--- src/rtl/core/cpps_pkg.sv ---
// ----------------------------------------------------------------------------
// cpps_pkg: shared constants and types for the cubic pixel shift core
// Field widths, term slots and the control tag that rides the pipeline.
// ----------------------------------------------------------------------------
package cpps_pkg;

  // defaults for the top level parameters
  localparam int COEF_SETS_DEF = 2;
  localparam int FRAC_BITS_DEF = 16;

  // polynomial shape: ten terms per axis, two axes per set
  localparam int TERMS     = 10;
  localparam int AXES      = 2;
  localparam int SET_WORDS = AXES * TERMS;

  // fixed field widths
  localparam int COEF_W     = 32;
  localparam int POS_W      = 17;
  localparam int IDX_W      = 6;
  localparam int SHIFT_W    = 32;
  localparam int IN_DATA_W  = 80;
  localparam int OUT_DATA_W = 64;

  // sets that a coefficient index can reach at all
  localparam int IDX_SETS = ((1 << IDX_W) + SET_WORDS - 1) / SET_WORDS;

  // item kinds
  localparam logic OP_LOAD = 1'b0;
  localparam logic OP_EVAL = 1'b1;

  // term slots: 1, x, y, x^2, y^2, x^3, y^3, xy, x^2y, xy^2
  localparam int T_ONE = 0;
  localparam int T_X   = 1;
  localparam int T_Y   = 2;
  localparam int T_X2  = 3;
  localparam int T_Y2  = 4;
  localparam int T_X3  = 5;
  localparam int T_Y3  = 6;
  localparam int T_XY  = 7;
  localparam int T_X2Y = 8;
  localparam int T_XY2 = 9;

  // one full coefficient set, slot = axis*TERMS + term
  typedef logic [SET_WORDS-1:0][COEF_W-1:0] coef_set_t;

  // control that travels with each pipeline stage
  typedef struct packed {
    logic vld;
    logic ch_ok;
  } tag_t;

endpackage

--- src/rtl/core/cpps_mono.sv ---
// ----------------------------------------------------------------------------
// cpps_mono: monomial generator
// Clamps the position, then forms the floored square, cross and cube terms
// over two multiplier stages.
// ----------------------------------------------------------------------------
module cpps_mono #(
  parameter int FRAC_BITS = cpps_pkg::FRAC_BITS_DEF,
  localparam int MW       = FRAC_BITS + 1
) (
  input  logic                              clk,
  input  logic                              rst_n,
  input  logic                              en,
  input  cpps_pkg::tag_t                    tag_i,
  input  logic [cpps_pkg::POS_W-1:0]        pos_x,
  input  logic [cpps_pkg::POS_W-1:0]        pos_y,
  output cpps_pkg::tag_t                    tag_o,
  output logic [cpps_pkg::TERMS-1:0][MW-1:0] mono_o
);

  localparam int CW = (cpps_pkg::POS_W > MW) ? cpps_pkg::POS_W : MW;
  localparam logic [CW-1:0] ONE_C = CW'(1) << FRAC_BITS;
  localparam logic [MW-1:0] ONE_M = MW'(1) << FRAC_BITS;

  logic [CW-1:0]   px_c;
  logic [CW-1:0]   py_c;
  logic [2*MW-1:0] xx_p, yy_p, xy_p, xxx_p, yyy_p, xxy_p, xyy_p;

  cpps_pkg::tag_t tag_s1_r, tag_s2_r, tag_s3_r;
  logic [MW-1:0]  x_s1_r, y_s1_r;
  logic [MW-1:0]  x_s2_r, y_s2_r, xx_s2_r, yy_s2_r, xy_s2_r;
  logic [cpps_pkg::TERMS-1:0][MW-1:0] mono_r;
  logic [cpps_pkg::TERMS-1:0][MW-1:0] mono_nxt;

  // positions above one saturate to one
  always_comb begin
    px_c = CW'(pos_x);
    py_c = CW'(pos_y);
    if (px_c > ONE_C) begin
      px_c = ONE_C;
    end
    if (py_c > ONE_C) begin
      py_c = ONE_C;
    end
  end

  assign xx_p = (2*MW)'(x_s1_r) * (2*MW)'(x_s1_r);
  assign yy_p = (2*MW)'(y_s1_r) * (2*MW)'(y_s1_r);
  assign xy_p = (2*MW)'(x_s1_r) * (2*MW)'(y_s1_r);

  assign xxx_p = (2*MW)'(xx_s2_r) * (2*MW)'(x_s2_r);
  assign yyy_p = (2*MW)'(yy_s2_r) * (2*MW)'(y_s2_r);
  assign xxy_p = (2*MW)'(xx_s2_r) * (2*MW)'(y_s2_r);
  assign xyy_p = (2*MW)'(x_s2_r) * (2*MW)'(yy_s2_r);

  always_comb begin
    mono_nxt                  = '0;
    mono_nxt[cpps_pkg::T_ONE] = ONE_M;
    mono_nxt[cpps_pkg::T_X]   = x_s2_r;
    mono_nxt[cpps_pkg::T_Y]   = y_s2_r;
    mono_nxt[cpps_pkg::T_X2]  = xx_s2_r;
    mono_nxt[cpps_pkg::T_Y2]  = yy_s2_r;
    mono_nxt[cpps_pkg::T_X3]  = MW'(xxx_p >> FRAC_BITS);
    mono_nxt[cpps_pkg::T_Y3]  = MW'(yyy_p >> FRAC_BITS);
    mono_nxt[cpps_pkg::T_XY]  = xy_s2_r;
    mono_nxt[cpps_pkg::T_X2Y] = MW'(xxy_p >> FRAC_BITS);
    mono_nxt[cpps_pkg::T_XY2] = MW'(xyy_p >> FRAC_BITS);
  end

  always_ff @(posedge clk) begin
    if (!rst_n) begin
      tag_s1_r <= '0;
      tag_s2_r <= '0;
      tag_s3_r <= '0;
    end else if (en) begin
      tag_s1_r <= tag_i;
      tag_s2_r <= tag_s1_r;
      tag_s3_r <= tag_s2_r;
    end
  end

  always_ff @(posedge clk) begin
    if (en) begin
      x_s1_r  <= MW'(px_c);
      y_s1_r  <= MW'(py_c);
      x_s2_r  <= x_s1_r;
      y_s2_r  <= y_s1_r;
      xx_s2_r <= MW'(xx_p >> FRAC_BITS);
      yy_s2_r <= MW'(yy_p >> FRAC_BITS);
      xy_s2_r <= MW'(xy_p >> FRAC_BITS);
      mono_r  <= mono_nxt;
    end
  end

  assign tag_o  = tag_s3_r;
  assign mono_o = mono_r;

  // clamped positions never exceed one
  a_pos_clamped: assert property (@(posedge clk) disable iff (!rst_n)
    tag_s1_r.vld |-> (x_s1_r <= ONE_M) && (y_s1_r <= ONE_M))
    else $error("clamped position above one");

  // floored cube cannot exceed its base since both are at most one
  a_cube_bound: assert property (@(posedge clk) disable iff (!rst_n)
    tag_s3_r.vld |-> (mono_r[cpps_pkg::T_X3] <= mono_r[cpps_pkg::T_X]) &&
                     (mono_r[cpps_pkg::T_Y3] <= mono_r[cpps_pkg::T_Y]))
    else $error("cube term exceeds linear term");

endmodule

--- config.mk ---
export PLATFORM = sky130hd
export DESIGN_NAME = cpps_mono
export DESIGN_NICKNAME = d
export VERILOG_FILES = /design/src/rtl/core/cpps_pkg.sv /design/src/rtl/core/cpps_mono.sv
export SDC_FILE = /design/constraint.sdc
export NUM_CORES = 2
export LEC_CHECK = 0
export BUFFER_PORTS_ARGS = -buffer_cell sky130_fd_sc_hd__buf_2
export CAP_MARGIN = 30
export CORE_ASPECT_RATIO = 1.25
export CORE_MARGIN = 2
export CORE_UTILIZATION = 40
export CTS_BUF_LIST = sky130_fd_sc_hd__clkbuf_16
export CTS_CLUSTER_DIAMETER = 40
export DETAILED_ROUTE_END_ITERATION = 10
export GPL_TIMING_DRIVEN = 0
export SYNTH_ARGS = -nofsm -noshare
export SYNTH_HDL_FRONTEND = slang
export SYNTH_SLANG_ARGS = --single-unit
--- constraint.sdc ---
create_clock -name clk -period 8.7 [get_ports clk]
set_input_delay 0.87 -clock clk [delete_from_list [all_inputs] [get_ports clk]]
set_output_delay 0.87 -clock clk [all_outputs]
set_load 0.005 [all_outputs]
# [Yosys cells after proc, flatten, opt, wreduce, memory -nomap -nowiden]
# Index checks and enable logic that the tools add are counted.
[word_totals] regBits=278 in_bits=39 output_inout_bits=172 elab_cells=31
[op_classes] multipliers=7 order_cmp=2
[ops] op="$mul 17x17->33" n=7
[ops] op="$gt 17x17->1 const B" n=2

# [Depth between registers and ports, before layout]
[depth] ltp_word=1 ltp_mapped=25 depth_no_buf=24

# [Worst setup path before layout]
# OpenSTA, ideal clock, no wires.
[synth_path] kind="reg2reg" from="reg y_s1_r[10]" to="reg yy_s2_r[11] (data pin)" setup_time_ns=0.262 arrival_time_ns=6.055 required_ns=8.438 slack_ns=2.383 stages_incl_launch_ff=25 n_path_buf=2 synth_period_minus_slack_ns=6.317 cell_sequence="edfxtp_1 -> clkbuf_1 -> clkbuf_1 -> nand2_1 -> fa_1 -> inv_1 -> fa_1 -> inv_1 -> fa_1 -> inv_1 -> fa_1 -> fa_1 -> inv_1 -> fa_1 -> inv_1 -> ha_1 -> a21oi_1 -> o21ai_0 -> a221oi_1 -> a21oi_1 -> a31oi_1 -> nor2_1 -> a211oi_2 -> o21bai_1 -> xor2_1"
[synth_between] elab_chain_len=1
[synth_rtl] element="start: declaration" line="cpps_mono.sv:29" text="logic [MW-1:0] x_s1_r, y_s1_r;"
[synth_rtl] element="start signal: assignment" line="cpps_mono.sv:84" text="y_s1_r <= MW'(py_c);"
[synth_rtl] element="$mul 17x17->33" line="cpps_mono.sv:47" text="assign yy_p = (2*MW)'(y_s1_r) * (2*MW)'(y_s1_r);"
[synth_rtl] element="net yy_p[27]" line="cpps_mono.sv:26" text="logic [2*MW-1:0] xx_p, yy_p, xy_p, xxx_p, yyy_p, xxy_p, xyy_p;"
[synth_rtl] element="end signal: assignment" line="cpps_mono.sv:88" text="yy_s2_r <= MW'(yy_p >> FRAC_BITS);"
[synth_rtl] element="end: declaration" line="cpps_mono.sv:30" text="logic [MW-1:0] x_s2_r, y_s2_r, xx_s2_r, yy_s2_r, xy_s2_r;"
# The timed path passes the listed nets, and every way through them passes these cells.
# A chain may end at the register's enable or synchronous reset.

# [Worst setup path after layout]
[layout_path] from="reg y_s2_r[8]" to="reg mono_r (netlist bit mono_o[151]) (data pin)"
[layout_between] elab_chain_len=1
[layout_rtl] element="start: declaration" line="cpps_mono.sv:30"
[layout_rtl] element="start signal: assignment" line="cpps_mono.sv:86" text="y_s2_r <= y_s1_r;"
[layout_rtl] element="$mul 17x17->33" line="cpps_mono.sv:52" text="assign xxy_p = (2*MW)'(xx_s2_r) * (2*MW)'(y_s2_r);"
[layout_rtl] element="net xxy_p[31]" line="cpps_mono.sv:26"
[layout_rtl] element="end signal: assignment" line="cpps_mono.sv:90" text="mono_r <= mono_nxt;"
[layout_rtl] element="end: declaration" line="cpps_mono.sv:31" text="logic [cpps_pkg::TERMS-1:0][MW-1:0] mono_r;"
# The timed path passes the listed nets, and every way through them passes these cells.

==> summary.md <==
| Metric | Value |
|---|---|
| Status | finished clean |
| Largest net degree at the start of global routing | roughly 110 |
| Startpoint types | flip-flop |
| Total Routed Length | 227 mm |
| Buffers on Ports | 193 |
| Post-CTS Hold Buffers | 0 |
| Cell Rows | between 150 and 200 |
| Worst skew pair latency | slightly below 700 ps |
| Post-synthesis xor/xnor area fraction | 2.04% |
| Mux cell area share after synthesis | less than 1% |
| Final Cycle Share | 96.2% |
| Nets@finish | between 9,000 and 10,000 |
| M1 GR Usage | slightly above 30% |
| Synth Area in Adders | between 50% and 60% |
| Slew Viols, Final | 0 |
| FF+latch count, synth | about 280 |
| Critical path type | reg -> reg |
| Clock slew at reported path FFs | roughly 50 ps |
| Critical Path AT | approximately 8700 ps |
| DRC Markers | 0 |
| H-tree Lvls | 2 |
| Syn Inst Count | about 7,300 |
| CP Cell Sequence | clkbuf_1 -> nand2_1 -> fa_1 -> inv_1 -> fa_1 -> inv_1 -> fa_1 -> inv_1 -> fa_1 -> fa_1 -> inv_1 -> fa_1 -> inv_1 -> ha_1 -> nand2_1 -> a21oi_1 -> nor2_1 -> nor3_1 -> a21oi_2 -> nor4_1 -> o21ai_0 -> nor2b_1 -> xnor2_1 |
| Mapped Area | between 60,000 and 70,000 um2 |
| Most frequent cells in the layout | inv_1 (1,898), fa_1 (1,481), nand2_1 (1,046), ha_1 (726), and2_1 (684) |
| Grt ovf | 0 |
| First-pass GRT wire length | ~340 mm |
| Count of final hold-check violations | 0 |
| CP Capture Type | flip-flop |
| CTS buffer count | 49 |
| Area of the core | ~170,000 um2 |
| RSZ-0062 raised after global routing | false |
| TritonCTS clock tree | done |
| Starting Density | between 40% and 50% |
| Die Footprint | 176,000 um2 |
| Number of DRC markers in iteration 0 | 3,901 |
| Unique cell type count in the Yosys netlist | 77 |
| Delay-heaviest family, CP | adder cells |
| GR peak layer | met2 |
| Crit-path max FO | 10 |
| HPWL after detailed placement | around 190 mm |
| Mean Syn Cell Area | 9.52 um2 |
| CP bufs+invs | 6 |
| First drt pass iteration count | 6 |
| F_max | 120 MHz |
| Worst slew pin tran | about 1100 ps |
| Top_reg_cell synth | edfxtp_1 |
| Critical Path RT | 9040 ps |
| Critical Path Slowest Stage Cell | edfxtp_1 |
| Setup TNS | 0 ps |
| Hold WC Path Type | reg -> reg |
| Gpl congestion | around 1 |
| Overall Global Routing Usage | 26.5% |
| FF/Latch Area | ~8300 um2 |
| Most frequent cell on the critical path | fa_1 |
| Initial antenna violation count | 26 |
| Fraction of layout instances using a drive strength above 1 | under 10% |
| Critical Path Max Stage Delay | about 900 ps |
| Post-synthesis compound-gate area fraction | 3.34% |
| IO Count | between 200 and 250 |
| Clk buf depth | 3 |
| Vias in the first global route | roughly 56,000 |
| Via count | ~51,000 |
| Max_slew headroom | 25.3% |
| Largest family of logic cells by synthesized area | adder cells |
| Setup violations, final | 0 |
| Antenna viol nets, final | 0 |
| Clk sink count | 278 |
| Met2 Use GR | 44.4% |
| Fill cells | about 17,000 |
| P&R area growth vs syn | 8.43% |
| Max Cap Viol | 0 |
| Vias/cell | roughly 5.2 |
| Die width | ~380 um |
| Asr flop ratio synth | 0% |
| Synth Area in Simple Gates | ~14% |
| Clk_skew | roughly 46 ps |
| Multi-input gate area in the final layout | 52,400 um2 |
| Avg WL per Cell | between 20 and 25 um |
| Number of flops mapped to enable cells by yosys | roughly 270 |
| Register area share after synthesis | approximately an eighth |
| Min cycle time layout | between 8000 and 9000 ps |
| Root Buffer | clkbuf_16 |
| Met3 GRT Util | 5.08% |
| DIE HEIGHT | 469 um |
| Post-CTS Setup Inserts | 0 |
| Ys Warns | 0 |
| Commonest non-fill, non-tap cell in the layout | inv_1 |
cells in the mapped netlist, drive strengths merged (4+ instances only):
master   instances  share of area, %
nor3            31              0.22
a211oi          16              0.22
dfxtp            6              0.17
a41oi            5             0.063
or3              6             0.054
a31oi            7             0.063
a21oi          101              0.74
a2111oi          6              0.12
fa            1481                43
nor2           109              0.59
nand2         1046               5.7
nor2b           65              0.59
and2           684               6.2
nor4            12              0.11
xnor2          118               1.5
or2             11              0.10
o31ai            4             0.043
and4             5             0.063
inv           1896                10
nand4            9             0.091
o211ai          10              0.12
o31a             4             0.051
and3            18              0.16
a211o            4             0.051
xor2            43              0.55
nand3           22              0.16
ha             726                13
nand2b          11              0.10
o21bai          24              0.27
o21ai           44              0.32
clkbuf         316               1.7
a221oi           7              0.11
a21o            57              0.62
mux2i            7              0.10
buf             18              0.19
o21a            22              0.24
edfxtp         272                12
sequential cells by signal (all words and copies together), names as in the netlist:
name / count
mono_o: 153
x_s1_r: 17
x_s2_r: 17
xx_s2_r: 17
xy_s2_r: 17
y_s1_r: 17
y_s2_r: 17
yy_s2_r: 17
tag_o: 2
tag_s1_r: 2
tag_s2_r: 2
final timing paths:
check                            start                    end  slack (ps)  depth (start not counted)
hold reg to reg   xy_s2_r[4]$_DFFE_PP_  mono_o[123]$_DFFE_PP_         420                          0
setup reg to reg   y_s2_r[8]$_DFFE_PP_  mono_o[151]$_DFFE_PP_         330                         23
setup / recovery   y_s2_r[8]$_DFFE_PP_  mono_o[151]$_DFFE_PP_         330                         23
hold / removal    xy_s2_r[4]$_DFFE_PP_  mono_o[123]$_DFFE_PP_         420                          0
repair_timing:
item | in CTS | in global routing
resized for setup | 0 | 2
hold endpoints to repair | 0 | 0
setup endpoints to repair | 0 | 1
routing by layer:
metal  vias up  wire length [um]
li1      21800                 -
met1     25900             81300
met2      2344            107000
met3       811             19300
met4         8             19100
met5         -                60
layout make-up:
type | instances | share of cell area [%]
timing repair buffer | 213 | 1.68
inverter | 1898 | 9.51
antenna | 8 | 0.0267
clock inverter | 40 | 0.573
multi-input combinational | 4762 | 70.0
buffer | 334 | 1.76
tap | 2236 | 3.73
sequential | 278 | 11.1
clock buffer | 50 | 1.67
logic make-up after synthesis:
kind of cell / after synthesis
flops: 278
xor+xnor: 161
other cells: 2
buf+inv: 2232
fa+ha+maj: 2207
mux: 9
compound gates: 333
simple gates: 2035
through the flow:
step / utilization [%] / worst slack (ps) / hold WS [ps] / area [um2] / instances
2_1_floorplan: - / 2380 / 400 / 69100 / 7272
3_3_place_gp: 42.5 / 195 / 405 / 72900 / 9701
3_5_place_dp: 42.6 / 328 / 406 / 73200 / 9717
4_1_cts: 43.6 / 256 / 421 / 74800 / 9807
5_1_grt: 43.6 / 235 / 421 / 74900 / 9811
6_report: 43.6 / 334 / 417 / 74900 / 9819
Power is not shown: default switching activity piles up to over one toggle a cycle in this logic, so the estimate is an artifact.
