`src/rtl/core/cpps_pkg.sv`:
```
// ----------------------------------------------------------------------------
// cpps_pkg: shared constants and types for the cubic pixel shift core
// Field widths, term slots and the control tag that rides the pipeline.
// ----------------------------------------------------------------------------
package cpps_pkg;

  // defaults for the top level parameters
  localparam int COEF_SETS_DEF = 2;
  localparam int FRAC_BITS_DEF = 16;

  // polynomial shape: ten terms per axis, two axes per set
  localparam int TERMS     = 10;
  localparam int AXES      = 2;
  localparam int SET_WORDS = AXES * TERMS;

  // fixed field widths
  localparam int COEF_W     = 32;
  localparam int POS_W      = 17;
  localparam int IDX_W      = 6;
  localparam int SHIFT_W    = 32;
  localparam int IN_DATA_W  = 80;
  localparam int OUT_DATA_W = 64;

  // sets that a coefficient index can reach at all
  localparam int IDX_SETS = ((1 << IDX_W) + SET_WORDS - 1) / SET_WORDS;

  // item kinds
  localparam logic OP_LOAD = 1'b0;
  localparam logic OP_EVAL = 1'b1;

  // term slots: 1, x, y, x^2, y^2, x^3, y^3, xy, x^2y, xy^2
  localparam int T_ONE = 0;
  localparam int T_X   = 1;
  localparam int T_Y   = 2;
  localparam int T_X2  = 3;
  localparam int T_Y2  = 4;
  localparam int T_X3  = 5;
  localparam int T_Y3  = 6;
  localparam int T_XY  = 7;
  localparam int T_X2Y = 8;
  localparam int T_XY2 = 9;

  // one full coefficient set, slot = axis*TERMS + term
  typedef logic [SET_WORDS-1:0][COEF_W-1:0] coef_set_t;

  // control that travels with each pipeline stage
  typedef struct packed {
    logic vld;
    logic ch_ok;
  } tag_t;

endpackage

```
`src/rtl/core/cpps_ram.sv`:
```
// ----------------------------------------------------------------------------
// cpps_ram: generic single write, single read RAM
// One write port, one read port with registered read data and read enable.
// ----------------------------------------------------------------------------
module cpps_ram #(
  parameter int WIDTH = 32,
  parameter int DEPTH = 2,
  localparam int AW   = (DEPTH > 1) ? $clog2(DEPTH) : 1
) (
  input  logic             clk,
  input  logic             we,
  input  logic [AW-1:0]    waddr,
  input  logic [WIDTH-1:0] wdata,
  input  logic             re,
  input  logic [AW-1:0]    raddr,
  output logic [WIDTH-1:0] rdata
);

  logic [WIDTH-1:0] mem [DEPTH];
  logic [WIDTH-1:0] rdata_r;

  always_ff @(posedge clk) begin
    if (we) begin
      mem[waddr] <= wdata;
    end
    if (re) begin
      rdata_r <= mem[raddr];
    end
  end

  assign rdata = rdata_r;

endmodule

```
`src/rtl/core/cpps_coef_store.sv`:
```
// ----------------------------------------------------------------------------
// cpps_coef_store: coefficient storage
// One RAM per term slot, addressed by set; full set read per item, then
// delayed to line up with the monomials.
// ----------------------------------------------------------------------------
module cpps_coef_store #(
  parameter int COEF_SETS = cpps_pkg::COEF_SETS_DEF
) (
  input  logic                         clk,
  input  logic                         en,
  input  logic                         wr_en,
  input  logic [cpps_pkg::IDX_W-1:0]   wr_idx,
  input  logic [cpps_pkg::COEF_W-1:0]  wr_value,
  input  logic                         rd_ch,
  output cpps_pkg::coef_set_t          coef_o
);

  localparam int AW     = (COEF_SETS > 1) ? $clog2(COEF_SETS) : 1;
  localparam int SLOT_W = $clog2(cpps_pkg::SET_WORDS);

  logic              wr_ok;
  logic [AW-1:0]     wr_addr;
  logic [SLOT_W-1:0] wr_slot;
  cpps_pkg::coef_set_t rd_data;
  cpps_pkg::coef_set_t coef_s2_r;
  cpps_pkg::coef_set_t coef_s3_r;

  // index -> (set, slot): at most a few compares on six bits
  always_comb begin
    wr_ok   = 32'(wr_idx) < 32'(COEF_SETS * cpps_pkg::SET_WORDS);
    wr_addr = '0;
    wr_slot = SLOT_W'(wr_idx);
    for (int k = 1; k < cpps_pkg::IDX_SETS; k++) begin
      if (wr_idx >= cpps_pkg::IDX_W'(k * cpps_pkg::SET_WORDS)) begin
        wr_addr = AW'(k);
        wr_slot = SLOT_W'(wr_idx - cpps_pkg::IDX_W'(k * cpps_pkg::SET_WORDS));
      end
    end
  end

  for (genvar s = 0; s < cpps_pkg::SET_WORDS; s++) begin : g_slot
    cpps_ram #(
      .WIDTH (cpps_pkg::COEF_W),
      .DEPTH (COEF_SETS)
    ) u_ram (
      .clk   (clk),
      .we    (wr_en && wr_ok && (wr_slot == SLOT_W'(s))),
      .waddr (wr_addr),
      .wdata (wr_value),
      .re    (en),
      .raddr (AW'(rd_ch)),
      .rdata (rd_data[s])
    );
  end

  // two stages of delay to meet the monomials
  always_ff @(posedge clk) begin
    if (en) begin
      coef_s2_r <= rd_data;
      coef_s3_r <= coef_s2_r;
    end
  end

  assign coef_o = coef_s3_r;

endmodule

```
`config.mk`:
```
export PLATFORM = sky130hd
export DESIGN_NAME = cpps_coef_store
export DESIGN_NICKNAME = d
export VERILOG_FILES = /design/src/rtl/core/cpps_pkg.sv /design/src/rtl/core/cpps_ram.sv /design/src/rtl/core/cpps_coef_store.sv
export SDC_FILE = /design/constraint.sdc
export NUM_CORES = 2
export LEC_CHECK = 0
export ABC_AREA = 1
export BUFFER_PORTS_ARGS = -buffer_cell sky130_fd_sc_hd__buf_2
export CAP_MARGIN = 5
export CORE_ASPECT_RATIO = 1.2
export CORE_MARGIN = 2
export CORE_UTILIZATION = 60
export DETAILED_ROUTE_END_ITERATION = 10
export PLACE_DENSITY = 0.84
export SYNTH_ARGS = -nofsm -noshare
export SYNTH_HDL_FRONTEND = slang
export SYNTH_HIERARCHICAL = 1
export SYNTH_SLANG_ARGS = --single-unit
```
`constraint.sdc`:
```
create_clock -name clk -period 3.9 [get_ports clk]
set_input_delay 0.195 -clock clk [delete_from_list [all_inputs] [get_ports clk]]
set_output_delay 0.195 -clock clk [all_outputs]
set_load 0.03 [all_outputs]
```
== Word-level counts from Yosys, hierarchy flattened ==
Memory sizes are Yosys's and may differ from the RTL's. A register that Yosys moved wholly into a read port is not among the register bits.
Index checks and enable logic that the tools add are counted.

* Add/subtract/negate cells: 3
* Magnitude comparators: 4
* Equality and inequality tests: 19
* Muxes and demuxes: 46
* Reduce and logical (&&, ||, !) cells: 22

{| class="wikitable"
|+ Operator list
! cell !! number
|-
| 2-to-1 mux 1 bit || 43
|-
| == test 5 x 4 -> 1 bit, second input constant || 8
|-
| logical AND 1 bit || 21
|-
| == test 5 x 3 -> 1 bit, second input constant || 4
|-
| == test 5 bit, second input constant || 4
|-
| 2-to-1 mux 5 bit || 3
|-
| >= comparator 6 bit, second input constant || 2
|-
| == test 5 x 2 -> 1 bit, second input constant || 2
|-
| subtractor 5 bit, second input constant || 2
|-
| >= comparator 6 x 5 -> 1 bit, second input constant || 1
|-
| < comparator 6 bit, second input constant || 1
|-
| == test 5 x 1 -> 1 bit, second input constant || 1
|-
| zero test 5 bit || 1
|-
| subtractor 5 x 4 -> 5 bit, second input constant || 1
|}

* Register bits after elaboration: 1280
* RAM bits: 1280
* Input bits: 42
* Output and inout port bits: 640
* Logic and storage cells: 154
* Memories kept: 20

{| class="wikitable"
|+ Memories
! memory !! depth !! bits a word !! rd ports !! clocked after memory_dff !! write ports !! line !! source
|-
| g_slot[0].u_ram.mem || 2 || 32 || 1 || 1 || 1 || cpps_ram.sv:19 || <nowiki>logic [WIDTH-1:0] mem [DEPTH];</nowiki>
|-
| g_slot[10].u_ram.mem || 2 || 32 || 1 || 1 || 1 || cpps_ram.sv:19 ||
|-
| g_slot[11].u_ram.mem || 2 || 32 || 1 || 1 || 1 || cpps_ram.sv:19 ||
|-
| g_slot[12].u_ram.mem || 2 || 32 || 1 || 1 || 1 || cpps_ram.sv:19 ||
|-
| g_slot[13].u_ram.mem || 2 || 32 || 1 || 1 || 1 || cpps_ram.sv:19 ||
|-
| g_slot[14].u_ram.mem || 2 || 32 || 1 || 1 || 1 || cpps_ram.sv:19 ||
|-
| 14 more memories || n/a || n/a || n/a || n/a || n/a || n/a ||
|}

== Depth between registers and ports, before layout ==
* Depth after elaboration: 8
* Gate-level depth with buffers: 15
* Depth with buffers taken out: 15

== Cells and area by module ==
Netlist, hierarchy kept.

{| class="wikitable"
|+ By module, submodules not included
! module !! times used !! cells an instance !! area each (sq um) !! seq. area each (sq um)
|-
| cpps_ram || 20 || 204 || 3389.5 || 2882.8
|-
| cpps_coef_store || 1 || 1368 || 38904.8 || 38436.9
|}

== Least setup slack after synthesis ==
OpenSTA, ideal clock, no wires.

* Path kind: input port to flip-flop
* From: in wr_idx[3] (netlist name)
* To: mem g_slot[12].u_ram.mem[0][0], enable pin
* Setup time: 0.422 ns
* Data arrival time: 3.048 ns
* Data required time: 3.478 ns
* Slack: 0.431 ns
* Cell stages on the path: 14
* Buffers on the path: 0
* Cells stage by stage: inv_1 ha_1 inv_1 a21oi_1 nand2_1 nand2_2 nand2_2 nand2_2 nand2_4 inv_4 nand2_4 nor2_1 inv_1 nor2_1

* Elaborated cells on any way between the ends: 18
* Classes of those cells: add/sub (3); order compare (4); eq/ne (1); mux (8); reduce/logical (2)

{| class="wikitable"
|+ RTL lines
! what !! line !! source
|-
| start: declaration || cpps_coef_store.sv:12 || <nowiki>input logic [cpps_pkg::IDX_W-1:0] wr_idx,</nowiki>
|-
| >= comparator 6 x 5 -> 1 bit || cpps_coef_store.sv:34 || <nowiki>if (wr_idx >= cpps_pkg::IDX_W'(k * cpps_pkg::SET_WORDS)) begin</nowiki>
|-
| 2-to-1 mux 1 bit (2 in a row) || cpps_coef_store.sv:34 ||
|-
| 2-to-1 mux 1 bit * || cpps_coef_store.sv:34 ||
|-
| named net wr_addr || cpps_coef_store.sv:22 || <nowiki>logic [AW-1:0] wr_addr;</nowiki>
|-
| end: declaration || cpps_ram.sv:19 ||
|}

The timed path passes the listed nets; every way through them passes the cells marked *.

== Final worst setup path ==
* From: in wr_idx[0] (netlist name)
* To: mem g_slot[3].u_ram.mem[1][6], enable pin

* Cells in the longest elaborated chain, start to end: 8
* Elaborated cells on any way between the ends: 18
* Classes of those cells: add/sub (3); order compare (4); eq/ne (1); mux (8); reduce/logical (2)

{| class="wikitable"
|+ RTL lines
! what !! line !! source
|-
| subtractor 5 bit or >= comparator 6 x 5 -> 1 bit (tied branches) || cpps_coef_store.sv:36, cpps_coef_store.sv:34 ||
|-
| 2-to-1 mux 5 bit (3 in a row) || cpps_coef_store.sv:34 ||
|-
| == test 5 x 2 -> 1 bit || cpps_coef_store.sv:47 || <nowiki>.we (wr_en && wr_ok && (wr_slot == SLOT_W'(s))),</nowiki>
|-
| logical AND 1 bit || cpps_coef_store.sv:47 ||
|-
| 2-to-1 mux 1 bit || cpps_ram.sv:23 || <nowiki>if (we) begin</nowiki>
|-
| 2-to-1 mux 1 bit (not written as such) || cpps_ram.sv:24 || <nowiki>mem[waddr] <= wdata;</nowiki>
|-
| end: declaration || cpps_ram.sv:19 ||
|}

Parallel ways exist; a longest one is shown, timed or not.

==> summary.txt <==
Status - complete, no violations
Overall routing resource usage - 27.4%
First-pass GRT wire length - 351000 um
Cts repair resizes - 0
Final WL - 249000 um
Xor and xnor area share after synthesis - 0%
Post-synthesis mux area share - 0%
Final core occ - 69.0%
Clk buf depth - 4
Largest net degree at the start of global routing - 122
Sequential share of power - 56.4%
Number of distinct library cells after synthesis - 22
Commonest cells post-synth - edfxtp_1 (3200), nand2_1 (1757), nand2_2 (207), buf_6 (60), clkbuf_8 (60)
Top-Level Pins - 682
WL per Instance - 27.8 um
Max Freq - 371 MHz
Clock share of power - 39.4%
Largest family of logic cells by synthesized area - simple AND/OR/NAND/NOR gates
DR DRC count - 0
Post-CTS Hold Buffers - 36
Clk slew on worst S/H paths - 0.07 ns
Register bit count reported by yosys - 3200
TritonCTS buffer count - 292
Detail Route Antenna Nets - 0
Routed met2 length - 119000 um
Dominant cell type by area after synthesis - edfxtp_1
DRT iter0 DRCs - 7674
Core area - 177000 sq um
Yosys top cell area share - 90.1%
RSZ-0062 raised after global routing - no
Initial antenna violation count - 33
Sw Ratio - 21.2%
Layout net count - 6491
Layout cell share with drive strength beyond 1 - 21.9%
Placer Congestion - 0.848
Fin. max-slew vios - 0
Row count - 169
Seq/Total Area, Yosys - 90.1%
Placed cell areas - 113000 sq um
IO buf count - 681
Cells after Synth - 5448
Nature of the critical path endpoint - flop
Mapped Area - 107000 sq um
Via count - 51800
Fin crit period - 2.70 ns
Synth async-reset ratio - 0%
Clk Tree Root Cell - clkbuf_16
Post-CTS setup buffers - 0
Syn_area_per_cell - 19.6 sq um
Final Hold Fails - 0
Max-slew headroom - 15.8%
Leading post-synthesis cells by cell area - edfxtp_1 (90%), nand2_1 (6.2%), nand2_2 (1.2%), clkbuf_8 (0.77%), buf_6 (0.63%)
Most common cell in the netlist - edfxtp_1
H-Tree Depth - 5
Worst Hold Slack - 0.0810 ns
Metal-1 WL - 87200 um
Die ar. - 181000 sq um
Die W - 389 um
Clock net sink count - 3200
Met3 WL - 29800 um
Initial Util - 60.4%
Slew @ Worst Pin - 1.26 ns
Synthesized netlist net count - 5494
P_int - 55.5 mW
Main synth FF type - edfxtp_1
NetSw - 14.9 mW
Final setup TNS - 0 ns
Simple-gate share of the synthesized area - 7.68%
Die Span Y - 466 um
Post-synth EDFFs - 3200
Highest metal used - met5
WS Path Type - input port to flop
Dpl hpwl - 138000 um
Worst Clk Skew - 0.0764 ns
Synth Area in Adders - 0.0469%
CTS tree - done
Hold crit path type - input port to flop
Number of global-route vias before repair - 51000
Post-route design area - 122000 sq um
Crit-path max FO - 32
Max cap viols - 0
Clock latency at the later pin of the worst-skew pair - 0.93 ns
PwrDens - 577 nW/um^2
Area Growth Syn to Fin - 14.3%
Required @ worst endpoint - 4.18 ns
VDD IR max - 564 uV
Logic pwr share - 4.1%
Worst path arrival time - 2.98 ns
Yosys warning count - 6
Setup Viol. Count Final - 0
Grt total ovfl - 0
Crit path launch type - input port
Fin crit share - 69.2%
Leak Pwr - 44.8 nW
Via/cell ratio - 5.79
Compound-cell area share of the yosys netlist - 0.0270%
Pre-Repair DR Iteration Count - 8
## cells by family after synthesis
kind of cell,count (synthesis)
DFF,3200
and+or+nand+nor,2025
buffers and inverters,214
AOI/OAI and AO/OA,5
adders and majority gates,4
## power by group through the flow
| stage | clock network (mW) | logic, mW | registers, mW |
|---|---|---|---|
| floorplan | 0 | 0.692 | 40.8 |
| global placement | 0 | 2.71 | 40.3 |
| detailed placement | 0 | 2.80 | 40.4 |
| CTS | 28.0 | 2.89 | 39.7 |
| global route | 29.2 | 3.03 | 39.8 |
| finish | 27.8 | 2.91 | 39.7 |
## worst paths after layout
path	startpoint	to	slack, ns	cells past startpoint
worst max register to register	g_slot[3].u_ram/mem[1][14]	g_slot[3].u_ram/rdata[14]	2.92	2
worst max-delay path	wr_idx[0]	g_slot[3].u_ram/mem[1][6]	1.20	14
worst min register to register	g_slot[9].u_ram/rdata[12]	coef_s2_r[300]	0.35	0
worst min-delay path	wr_idx[1]	g_slot[17].u_ram/mem[0][28]	0.08	7
## routing by layer
metal  up-vias  global-route usage, %
met1     25500                   36.7
met4        16                   12.6
met2      3965                   43.8
met5         -                      0
li1      21700                      -
met3       699                   5.89
## critical path, stage by stage
cell and delay, ns:
dlygate4sd3_1 0.59, buf_2 0.16, inv_1 0.07, nand2_1 0.10
nor2_2 0.20, nor2_2 0.08, nand2_1 0.06, nand3_1 0.09
nand3_1 0.10, inv_2 0.05, nand2_1 0.22, nor2_1 0.12
nand2_1 0.08, clkinv_1 0.85
## cell type report
cell class,instances,area (sq um)
flip-flops and latches,3200,96100
fillers,9755,54800
multi-input cells,2034,8400
clock buffers,340,7570
repair buffers,843,5090
well taps,2308,2890
clock inverters,139,1430
inverters,74,430
diodes,11,27.5
## layout by cell type, fill, tap and decap left out, types with 2 or more instances in the layout
| master | instances |
|---|---|
| ha_1 | 4 |
| dlygate4sd3_1 | 36 |
| clkinv_4 | 5 |
| clkinvlp_4 | 7 |
| buf_12 | 27 |
| nor2_1 | 24 |
| edfxtp_1 | 3200 |
| inv_6 | 6 |
| diode_2 | 11 |
| clkbuf_16 | 296 |
| nor2_4 | 15 |
| nor2_2 | 7 |
| inv_8 | 20 |
| nand3_1 | 7 |
| nand2_4 | 5 |
| nand2_1 | 1757 |
| nand3_2 | 2 |
| inv_1 | 45 |
| buf_4 | 109 |
| inv_2 | 5 |
| clkbuf_1 | 44 |
| nand2_2 | 206 |
| clkinv_2 | 40 |
| o21ai_0 | 3 |
| bufinv_16 | 29 |
| buf_2 | 670 |
| clkinv_1 | 54 |
## metrics by stage
stage | setup slack, ns | total power, mW | instances
after floorplan | 0.431 | 41.5 | 5448
after global placement | 0.671 | 43.0 | 8422
after detailed placement | 0.521 | 43.2 | 8422
after CTS | 0.835 | 70.7 | 8937
after global routing | 0.991 | 72.0 | 8942
final | 1.20 | 70.4 | 8949
## flip-flops by register name (all words and copies together) (netlist names)
register and cells:
g_slot.u_ram/rdata 640, coef_s2_r 640, coef_o 640, g_slot.u_ram/mem 1280
Note: power is estimated with default switching activity, not from simulation.
